<file path="config.mk">
export PLATFORM = sky130hd
export DESIGN_NAME = apsc_regs
export DESIGN_NICKNAME = d
export VERILOG_FILES = /design/src/rtl/apsc_pkg.sv /design/src/rtl/apsc_regs.sv
export SDC_FILE = /design/constraint.sdc
export NUM_CORES = 1
export LEC_CHECK = 0
export BUFFER_PORTS_ARGS = -buffer_cell sky130_fd_sc_hd__buf_2
export CAP_MARGIN = 25
export CORE_ASPECT_RATIO = 1.25
export CORE_MARGIN = 2
export CORE_UTILIZATION = 50
export DETAILED_ROUTE_END_ITERATION = 10
export GPL_ROUTABILITY_DRIVEN = 0
export GPL_TIMING_DRIVEN = 0
export HOLD_SLACK_MARGIN = 0.08
export PLACE_DENSITY_LB_ADDON = 0.1
export SYNTH_ARGS = -nofsm -noshare
export SYNTH_HDL_FRONTEND = slang
export SYNTH_SLANG_ARGS = --single-unit
</file>
<file path="constraint.sdc">
create_clock -name clk_i -period 1.55 [get_ports clk_i]
set_input_delay 0.155 -clock clk_i [delete_from_list [all_inputs] [get_ports clk_i]]
set_output_delay 0.155 -clock clk_i [all_outputs]
set_load 0.05 [all_outputs]
</file>
<file path="src/rtl/apsc_pkg.sv">
// ----------------------------------------------------------------------------
// Adaptive PI speed controller package
// Shared widths, reset values, register indexes and interface types.
// ----------------------------------------------------------------------------
package apsc_pkg;

  localparam int unsigned GainW    = 16;
  localparam int unsigned LimitW   = 15;
  localparam int unsigned IntegW   = 16;
  localparam int unsigned PulseW   = 11;
  localparam int unsigned ApbAddrW = 5;
  localparam int unsigned ApbDataW = 32;

  localparam logic [15:0]       RefSpeedRst      = 16'd15;
  localparam logic [GainW-1:0]  PropGainBaseRst  = 16'd7680;
  localparam logic [GainW-1:0]  IntegGainBaseRst = 16'd1280;
  localparam logic [GainW-1:0]  PropGainSatRst   = 16'd2560;
  localparam logic [GainW-1:0]  IntegGainSatRst  = 16'd256;
  localparam logic [LimitW-1:0] IntegLimitRst    = 15'd12800;
  localparam logic [GainW-1:0]  BlendFactorRst   = 16'd19661;
  localparam logic [GainW-1:0]  DecayFactorRst   = 16'd62259;

  localparam logic [PulseW-1:0] PulseMin     = 11'd1000;
  localparam logic [PulseW-1:0] PulseMax     = 11'd2000;
  localparam logic [PulseW-1:0] PulseNeutral = 11'd1500;
  localparam logic [PulseW-1:0] SatLow       = 11'd1050;
  localparam logic [PulseW-1:0] SatHigh      = 11'd1950;

  typedef enum logic [2:0] {
    REG_REF_SPEED       = 3'd0,
    REG_PROP_GAIN_BASE  = 3'd1,
    REG_INTEG_GAIN_BASE = 3'd2,
    REG_PROP_GAIN_SAT   = 3'd3,
    REG_INTEG_GAIN_SAT  = 3'd4,
    REG_INTEG_LIMIT     = 3'd5,
    REG_BLEND_FACTOR    = 3'd6,
    REG_DECAY_FACTOR    = 3'd7
  } reg_idx_e;

  typedef struct packed {
    logic [GainW-1:0]  prop_gain_base;
    logic [GainW-1:0]  integ_gain_base;
    logic [GainW-1:0]  prop_gain_sat;
    logic [GainW-1:0]  integ_gain_sat;
    logic [LimitW-1:0] integral_limit;
    logic [GainW-1:0]  blend_factor;
    logic [GainW-1:0]  decay_factor;
  } cfg_t;

  typedef struct packed {
    logic signed [IntegW-1:0] integral;
    logic [GainW-1:0]         prop_gain;
    logic [GainW-1:0]         integ_gain;
  } loop_state_t;

  typedef struct packed {
    logic [PulseW-1:0]        pulse_width;
    logic                     saturated;
    logic signed [IntegW-1:0] integral;
    logic [GainW-1:0]         prop_gain;
    logic [GainW-1:0]         integ_gain;
  } result_t;

endpackage

</file>
<file path="src/rtl/apsc_regs.sv">
// ----------------------------------------------------------------------------
// Configuration register file
// APB-style slave holding the reference and the controller tuning values.
// ----------------------------------------------------------------------------
module apsc_regs #(
  parameter int unsigned SPEED_BITS = 10
) (
  input  logic                           clk_i,
  input  logic                           rst_ni,
  input  logic                           psel,
  input  logic                           penable,
  input  logic                           pwrite,
  input  logic [apsc_pkg::ApbAddrW-1:0]  paddr,
  input  logic [apsc_pkg::ApbDataW-1:0]  pwdata,
  output logic [apsc_pkg::ApbDataW-1:0]  prdata,
  output logic                           pready,
  output logic [SPEED_BITS-1:0]          reference_speed_o,
  output apsc_pkg::cfg_t                 cfg_o
);
  import apsc_pkg::*;

  logic [SPEED_BITS-1:0] ref_speed_q, ref_speed_d;
  cfg_t                  cfg_q, cfg_d;
  reg_idx_e              idx;
  logic                  wr_en;

  assign idx    = reg_idx_e'(paddr[ApbAddrW-1:2]);
  assign wr_en  = psel & penable & pwrite;
  assign pready = 1'b1;

  always_comb begin
    ref_speed_d = ref_speed_q;
    cfg_d       = cfg_q;
    if (wr_en) begin
      case (idx)
        REG_REF_SPEED:       ref_speed_d = pwdata[SPEED_BITS-1:0];
        REG_PROP_GAIN_BASE:  cfg_d.prop_gain_base = pwdata[GainW-1:0];
        REG_INTEG_GAIN_BASE: cfg_d.integ_gain_base = pwdata[GainW-1:0];
        REG_PROP_GAIN_SAT:   cfg_d.prop_gain_sat = pwdata[GainW-1:0];
        REG_INTEG_GAIN_SAT:  cfg_d.integ_gain_sat = pwdata[GainW-1:0];
        REG_INTEG_LIMIT:     cfg_d.integral_limit = pwdata[LimitW-1:0];
        REG_BLEND_FACTOR:    cfg_d.blend_factor = pwdata[GainW-1:0];
        REG_DECAY_FACTOR:    cfg_d.decay_factor = pwdata[GainW-1:0];
        default:             cfg_d = cfg_q;
      endcase
    end
  end

  always_ff @(posedge clk_i or negedge rst_ni) begin
    if (!rst_ni) begin
      ref_speed_q           <= RefSpeedRst[SPEED_BITS-1:0];
      cfg_q.prop_gain_base  <= PropGainBaseRst;
      cfg_q.integ_gain_base <= IntegGainBaseRst;
      cfg_q.prop_gain_sat   <= PropGainSatRst;
      cfg_q.integ_gain_sat  <= IntegGainSatRst;
      cfg_q.integral_limit  <= IntegLimitRst;
      cfg_q.blend_factor    <= BlendFactorRst;
      cfg_q.decay_factor    <= DecayFactorRst;
    end else begin
      ref_speed_q <= ref_speed_d;
      cfg_q       <= cfg_d;
    end
  end

  always_comb begin
    prdata = '0;
    case (idx)
      REG_REF_SPEED:       prdata = ApbDataW'(ref_speed_q);
      REG_PROP_GAIN_BASE:  prdata = ApbDataW'(cfg_q.prop_gain_base);
      REG_INTEG_GAIN_BASE: prdata = ApbDataW'(cfg_q.integ_gain_base);
      REG_PROP_GAIN_SAT:   prdata = ApbDataW'(cfg_q.prop_gain_sat);
      REG_INTEG_GAIN_SAT:  prdata = ApbDataW'(cfg_q.integ_gain_sat);
      REG_INTEG_LIMIT:     prdata = ApbDataW'(cfg_q.integral_limit);
      REG_BLEND_FACTOR:    prdata = ApbDataW'(cfg_q.blend_factor);
      REG_DECAY_FACTOR:    prdata = ApbDataW'(cfg_q.decay_factor);
      default:             prdata = '0;
    endcase
  end

  assign reference_speed_o = ref_speed_q;
  assign cfg_o             = cfg_q;

endmodule

</file>
# Word level (Yosys, flattened, before mapping)
# Index checks and enable logic that the tools add are counted.
[word_totals]
regBits = 121
in_bits = 42
output_inout_bits = 154
word_cells = 27
[op_classes]
eq_ne = 7
mux = 1
bitwise_logic = 2
n_reduce_logical = 9
[op_table]
columns = ["operator", "count"]
rows = [
  ["$pmux 32 s8", 1],
  ["$reduce_and 2->1", 8],
  ["$eq 3x3->1 const B", 4],
  ["$eq 3x2->1 const B", 2],
  ["$eq 3x1->1 const B", 1],
  ["$logic_not 3->1", 1],
  ["$and 1x1->1", 2],
]

# Logic depth before layout (Yosys ltp)
# Gate-level depths: netlist (run 1).
[depth]
ltp_word = 3
ltp_mapped = 6
ltp_nobuf = 3

# Worst setup path after synthesis (run 1)
# Ideal clock, no wire load.
[synth_timing]
path_kind = "reg-to-output"
from = "reg cfg_q (netlist bit cfg_o[44])"
to = "out prdata[12] (netlist name)"
arrival_ns = 2.037
required_ns = 1.395
setup_slack_ns = -0.642
stages_incl_launch_ff = 4
path_buffers = 0
path_cell_list = "dfstp_2 > mux2_2 > a22oi_1 > o21ai_0"
[synth_via]
elab_chain_cells = 1
[synth_lines]
columns = ["element", "line", "text"]
rows = [
  ["from (decl)", "apsc_regs.sv:23", "cfg_t cfg_q, cfg_d;"],
  ["from (signal assigned)", "apsc_regs.sv:61", "cfg_q <= cfg_d;"],
  ["$pmux 32 s8", "apsc_regs.sv:67", "case (idx)"],
  ["to (decl)", "apsc_regs.sv:15", "output logic [apsc_pkg::ApbDataW-1:0] prdata,"],
]
# No other way between the ends. The select of a mux whose other input is x is not followed.

# Final worst setup path (run 1)
[layout_timing]
from = "reg cfg_q (netlist bit cfg_o[41])"
to = "out prdata[9] (netlist name)"
# Same word-level chain as after synthesis.

==> metrics.txt, run 1 <==
most common cell in the netlist=mux2_2; PwrDens=1730 nW/µm²; Longest Clk Path Bufs=2; mux cell area share after synthesis=31.4%; Yosys top cell area share=38.0%; cell depth of the worst flop-to-flop path=2; Synth area leaders=dfrtp_1 (38%), mux2_2 (26%), dfstp_2 (16%); Synth Instances=415; Switching Share=slightly below 40%; final clock period utilization by the worst path=121%; power share of the clock group=32.3%; Netlist Area Pre-Place=5730 µm²; prevailing post-synth register cell=dfrtp_1; Total Power=14100 µW; die area=roughly 12000 µm²; Area Overhead vs Synth=41.6%; highest clock rate=531 MHz; IO Port Bufs=159; fin crit period=1.88 ns; XOR/XNOR Fraction of Synth Area=0%; fraction of layout cells with a size suffix above 1=71.2%; Synth Area in Compound Gates=around 6.2%; Final Hold Viols=0; WP data required=roughly 1.4 ns; Crit Path Class=reg -> out; failing checks=negative setup slack; Mean Syn Cell Area=about 14 µm²; register area=between 3000 and 4000 µm²; die width=99.7 µm; main combinational cell family by area after synthesis=multiplexers; Initial Utilization=51.4%; CTS root buf=clkbuf_16; drt drc=0; VDD IR-drop max=1.02 mV; Max stage delay on crit path=0.55 ns; max cap viols=0; status=complete, but fails checks; Worst-Skew Late Latency=0.41 ns; DP Wirelength=10.9 mm; Top Ports=196; Yosys cell types=33; crit path to=prdata[9]; Seq/Total Area, Yosys=about 54%; Core Util, Final=72.8%; area taken by multi-input logic gates=2680 µm²; Int Pwr=8520 µW; drt pass-1 iters=4; Sink Count=121; ANT cells=0; Critical Path Sink Type=output pin; Routed wire per std cell=21.2 µm; final setup fails=16; Clock Skew=0 ns; CP Data Arrival Time=roughly 1.7 ns; post-synthesis adder-cell area fraction=0%; Vias=4369; largest fanout on the critical path=2; #FFs+latches synth=121; CTS tree=yes; GRT overflow=0; Synth area leader=dfrtp_1; Slowest-stage cell, CP=dfstp_2; Post-synth EDFFs=0; Leakage=0.00393 µW; Worst Hold Class=in -> reg; pre-CTS WS=-0.652 ns; ys async rst share=100%; combinational power share=36.4%; initial antenna violation count=0; H-tree depth=4; vias in the first global route=4348; RSZ-0062 raised after global routing=true; critical path launch point type=flop; Vias/cell=about 5.6; share of power burned in registers=between 30% and 40%; Routed WL=16.6 mm; largest net degree at the start of global routing=100; fillers=787; Reg2Reg Setup Slack=0.65 ns; clk slew on worst S/H paths=about 0.060 ns; setup slack after layout=-0.333 ns; net switching power=5540 µW; crit path launch=cfg_o[41]; synth warn=0; worst path cell trace=mux2i_1 > a211o_1 > a41oi_4 > buf_6; core area=11100 µm²; standard-cell rows=43; initial drt markers=194; reg2reg start=cfg_o[91]; cts bufs inserted=17; GRT Overall Usage=roughly 27%; NumNets Final=approximately 680; synth cell count leaders=mux2_2 (130), dfrtp_1 (87), dfstp_2 (34), mux2i_1 (29), buf_4 (21); Post-DRT Antenna Nets=0; Post-Synth Simple-Gate Area=3.52%; first-pass GRT wire length=25.0 mm; Slew Limit Fails=0; worst reg2reg endpoint=cfg_o[91]; die span in y=124 µm
## repair_timing
item / 4_1_cts / 5_1_grt
setup buffers: 11 / 3
pin swaps: 14 / 12
resized for setup: 69 / 20
hold buffers: 12 / 0
hold endpoints to repair: 160 / 0
endpoints found under the setup margin: 36 / 50
## layout make-up
type,count,share of cell area [%]
sequential,121,37.9
clock inverter,14,3.01
clock buffer,18,5.42
tap,135,2.08
buffer,39,3.38
timing repair buffer,186,14.6
multi-input combinational,257,33.1
inverter,11,0.509
## layer usage
layer,track usage [%],wire [µm]
met1,35.5,7000
met2,44.9,8290
met3,7.58,1000
met4,8.82,269
met5,0,0
## placed cells by master (no fill, tap or decap), types with 4 or more instances in the layout
| master | synthesis | final |
|---|---|---|
| o22ai_1 | 9 | 9 |
| a221oi_2 | 0 | 8 |
| dfstp_2 | 34 | 34 |
| a22oi_1 | 7 | 4 |
| buf_8 | 0 | 8 |
| mux2i_1 | 29 | 26 |
| nand2_1 | 7 | 5 |
| conb_1 | 2 | 17 |
| o22a_2 | 0 | 9 |
| mux2_2 | 130 | 129 |
| buf_4 | 21 | 40 |
| bufinv_16 | 0 | 6 |
| inv_1 | 11 | 11 |
| dfrtp_1 | 87 | 87 |
| clkbuf_16 | 0 | 17 |
| nor2_4 | 0 | 6 |
| buf_2 | 13 | 150 |
| o221ai_4 | 0 | 4 |
| buf_6 | 0 | 10 |
| dlygate4sd3_1 | 0 | 12 |
## worst max-delay path, delay by kind of cell (launching register included)
kind,cells,cell delay (ns)
buffers and inverters,1,0.19
AOI/OAI and AO/OA,2,0.51
muxes,1,0.07
DFF,1,0.55
## how the worst min path moves through the flow
stage / endpoint / startpoint / cells past startpoint / slack, ns
final: cfg_o[32] / pwdata[0] / 2 / 0.1
after global routing: cfg_o[0] / pwdata[0] / 2 / 0.10
after CTS: cfg_o[32] / pwdata[0] / 2 / 0.08
after detailed placement: cfg_o[90] / rst_ni / 1 / 0.03
after global placement: cfg_o[94] / pwdata[15] / 2 / 0.46
after floorplan: cfg_o[100] / rst_ni / 0 / -0.14
## power groups by stage
stage          Combinational, µW  Sequential (µW)  Clock [µW]
3_5_place_dp                4740             4440           0
6_report                    5120             4400        4540
3_3_place_gp                4680             4400           0
2_1_floorplan               1450             6580           0
5_1_grt                     5320             4480        4720
4_1_cts                     5080             4390        4570
## cell families (layout without fill, tap and decap cells)
group	after synthesis	after routing
buffers and inverters	52	268
muxes	161	161
and+or+nand+nor	32	32
AOI/OAI and AO/OA	47	47
other	2	17
DFF	121	121
## metrics by stage
stage | instance area [µm²] | hold WS [ns] | TNS (ns) | std cells
6_report | 8110 | 0.0962 | -2.78 | 781
5_1_grt | 8110 | 0.100 | -3.53 | 781
4_1_cts | 8010 | 0.0843 | -3.07 | 778
3_5_place_dp | 6890 | 0.0256 | -36.30 | 725
3_3_place_gp | 6860 | 0.463 | -145.91 | 724
2_1_floorplan | 5890 | -0.141 | -0.136 | 430
## registers in the layout, summed over array words and instances, names as in the netlist
name and count:
reference_speed_o 10, cfg_o 111
(Power assumes the default switching activity.)
==> inputs of run 2 (changes only) <==
--- a/config.mk
+++ b/config.mk
@@ -5,6 +5,7 @@
 export SDC_FILE = /design/constraint.sdc
 export NUM_CORES = 1
 export LEC_CHECK = 0
+export ABC_AREA = 1
 export BUFFER_PORTS_ARGS = -buffer_cell sky130_fd_sc_hd__buf_2
 export CAP_MARGIN = 25
 export CORE_ASPECT_RATIO = 1.25
==> run 2 against run 1 <==
The run still ends with negative setup slack left; synthesized area increased by 4.4%; design area increased by 1.3%; clock power decreased by 13%; wire length increased by 26%; core utilization decreased by 2.1 points; power decreased by 2.3%; largest cell class unchanged; synthesized cell count increased by 70%.
==> metrics.txt, run 2 <==
setup slack after layout=-0.154 ns; cts bufs inserted=17; Area Overhead vs Synth=37.4%; H-tree depth=4; die area=12900 µm²; Final Hold Viols=0; worst reg2reg endpoint=cfg_o[41]; Sink Count=121; status=complete, but fails checks; initial antenna violation count=0; Worst Max-Slew Pin Slew=0.625 ns; cell depth of the worst flop-to-flop path=3; Non-Filler Instances=1113; pre-CTS WS=-0.178 ns; Longest Clk Path Bufs=2; Slew Limit Fails=0; drt pass-1 iters=7; synth cell count leaders=nand2_1 (159), dfrtp_1 (87), nor2_1 (75), nand4_1 (62), inv_1 (46); max reg flops=roughly 110; relative slew slack=between 50 and 60%; GRT Max-Usage Layer=met2; Vias/cell=5.56; Synth area leaders=dfrtp_1 (36%), dfstp_2 (15%), nand2_1 (10%); GR Layer Usage met1=42.3%; Reg2Reg Setup Slack=~0.64 ns; RSZ-0062 raised after global routing=true; NumNets Final=981; dpl cells=slightly above 1000; ANT cells=0; DP Wirelength=14.9 mm; Total Power=13700 µW; first-pass GRT wire length=31.3 mm; die width=just over 100 µm; highest clock rate=587 MHz; max cap viols=0; most frequent cells in the layout=buf_2 (164), nand2_1 (155), dfrtp_1 (87), nand4_1 (62), nor2_1 (61); synth warn=0; Routed wire per std cell=18.7 µm; Post-DRT Antenna Nets=0; CTS tree=yes; die span in y=126 µm; final clock period utilization by the worst path=110%; Seq/Total Area, Yosys=about half; met3 usage=between 6 and 7%; Post-synth EDFFs=0; Clock Skew=0 ns; Yosys cell types=27; fraction of layout cells with a size suffix above 1=39.8%; DP Area=7060 µm²; critical path launch point type=flop; WP data required=approximately 1.4 ns; vias in the first global route=5740; CTS root buf=clkbuf_16; most common cell in the netlist=nand2_1; largest net degree at the start of global routing=90; Crit Path Class=reg -> out; Max stage delay on crit path=0.53 ns; Yosys top cell area share=36.4%; fin crit period=1.70 ns; final setup fails=16; Initial Utilization=51.5%; Hold WS=~0.18 ns; prevailing post-synth register cell=dfrtp_1; Synth area leader=dfrtp_1; core area=11600 µm²; standard-cell rows=44; Slowest-stage cell, CP=dfstp_2; failing checks=negative setup slack; Worst-Skew Late Latency=0.42 ns; largest fanout on the critical path=2; VDD IR-drop max=about 0.99 mV; drt drc=0; reg2reg start=cfg_o[41]; commonest non-fill, non-tap cell in the layout=buf_2; Top Ports=196; Routed WL=20.8 mm; Critical Path Sink Type=output pin; CP Data Arrival Time=approximately 1.6 ns; Leakage=0.00423 µW; GRT overflow=0; worst path cell trace=nand4_1 > o21ai_1 > nor2_1 > nand2_1 > buf_6; Vias=just over 6000; met2 Use GR=between 50% and 60%; PwrDens=between 1500 and 2000 nW/µm²; ys async rst share=100%; GRT Overall Usage=about a third; Worst Hold Class=in -> async; fillers=938; initial drt markers=518; IO Port Bufs=158; Mean Syn Cell Area=~8.5 µm²; Netlist Area Pre-Place=5980 µm²; clk slew on worst S/H paths=0.06 ns; #FFs+latches synth=approximately 120; Synth Instances=704; post-route cell area=around 8200 µm²
[run 2: power breakdown]
part / switching, µW / total, µW / leakage [µW] / internal (µW)
combinational: 4000 / 5310 / 0.00251 / 1320
sequential: 511 / 4460 / 0.00144 / 3950
clock: 1520 / 3970 / 0.000278 / 2460
[run 2: worst max-delay path by stage]
stage | from | to | slack (ns)
3_5_place_dp | paddr[3] | prdata[7] | -0.18
4_1_cts | cfg_o[15] | prdata[15] | -0.13
3_3_place_gp | rst_ni | cfg_o[21] | -1.14
6_report | cfg_o[15] | prdata[15] | -0.15
5_1_grt | cfg_o[15] | prdata[15] | -0.20
2_1_floorplan | cfg_o[72] | prdata[9] | 0.09
[run 2: cell families (layout without fill, tap and decap cells)]
group,after synthesis,count (layout),share of synthesized area [%]
and+or+nand+nor,333,333,25.1
AOI/OAI and AO/OA,132,132,13.1
DFF,121,121,51.4
buffers and inverters,116,349,10.4
other,2,17,0.126
[run 2: critical path, delay by kind of cell (launching register included)]
kind / cells / cell delay (ns)
and+or+nand+nor: 3 / 0.30
DFF: 1 / 0.53
buffers and inverters: 1 / 0.16
AOI/OAI and AO/OA: 1 / 0.13
[run 2: layout make-up]
cell class,instances,area (µm²),share of cell area (%)
plain buffers,67,442,5.38
inverters,49,186,2.27
clock inverters,13,146,1.78
flip-flops and latches,121,3070,37.4
well taps,161,201,2.45
multi-input cells,482,2420,29.5
clock buffers,19,453,5.52
repair buffers,201,1290,15.7
[run 2: what timing repair did]
item / 4_1_cts / 5_1_grt
setup buffers: 17 / 8
hold endpoints to repair: 115 / 0
hold buffers: 17 / 0
gates resized for setup: 59 / 10
pin swaps: 28 / 19
endpoints found under the setup margin: 16 / 16
[run 2: per-layer routing]
layer | wire [µm] | vias to the layer above
li1 | - | 2787
met1 | 7730 | 2967
met2 | 10400 | 371
met3 | 1930 | 61
met4 | 764 | 0
met5 | 0 | -
[run 2: through the flow]
stage	util, %	TNS, ns
after global placement	60.5	-115.71
after CTS	69.9	-1.16
after detailed placement	60.8	-1.45
after floorplan	-	0
final	70.7	-1.36
after global routing	70.7	-2.08
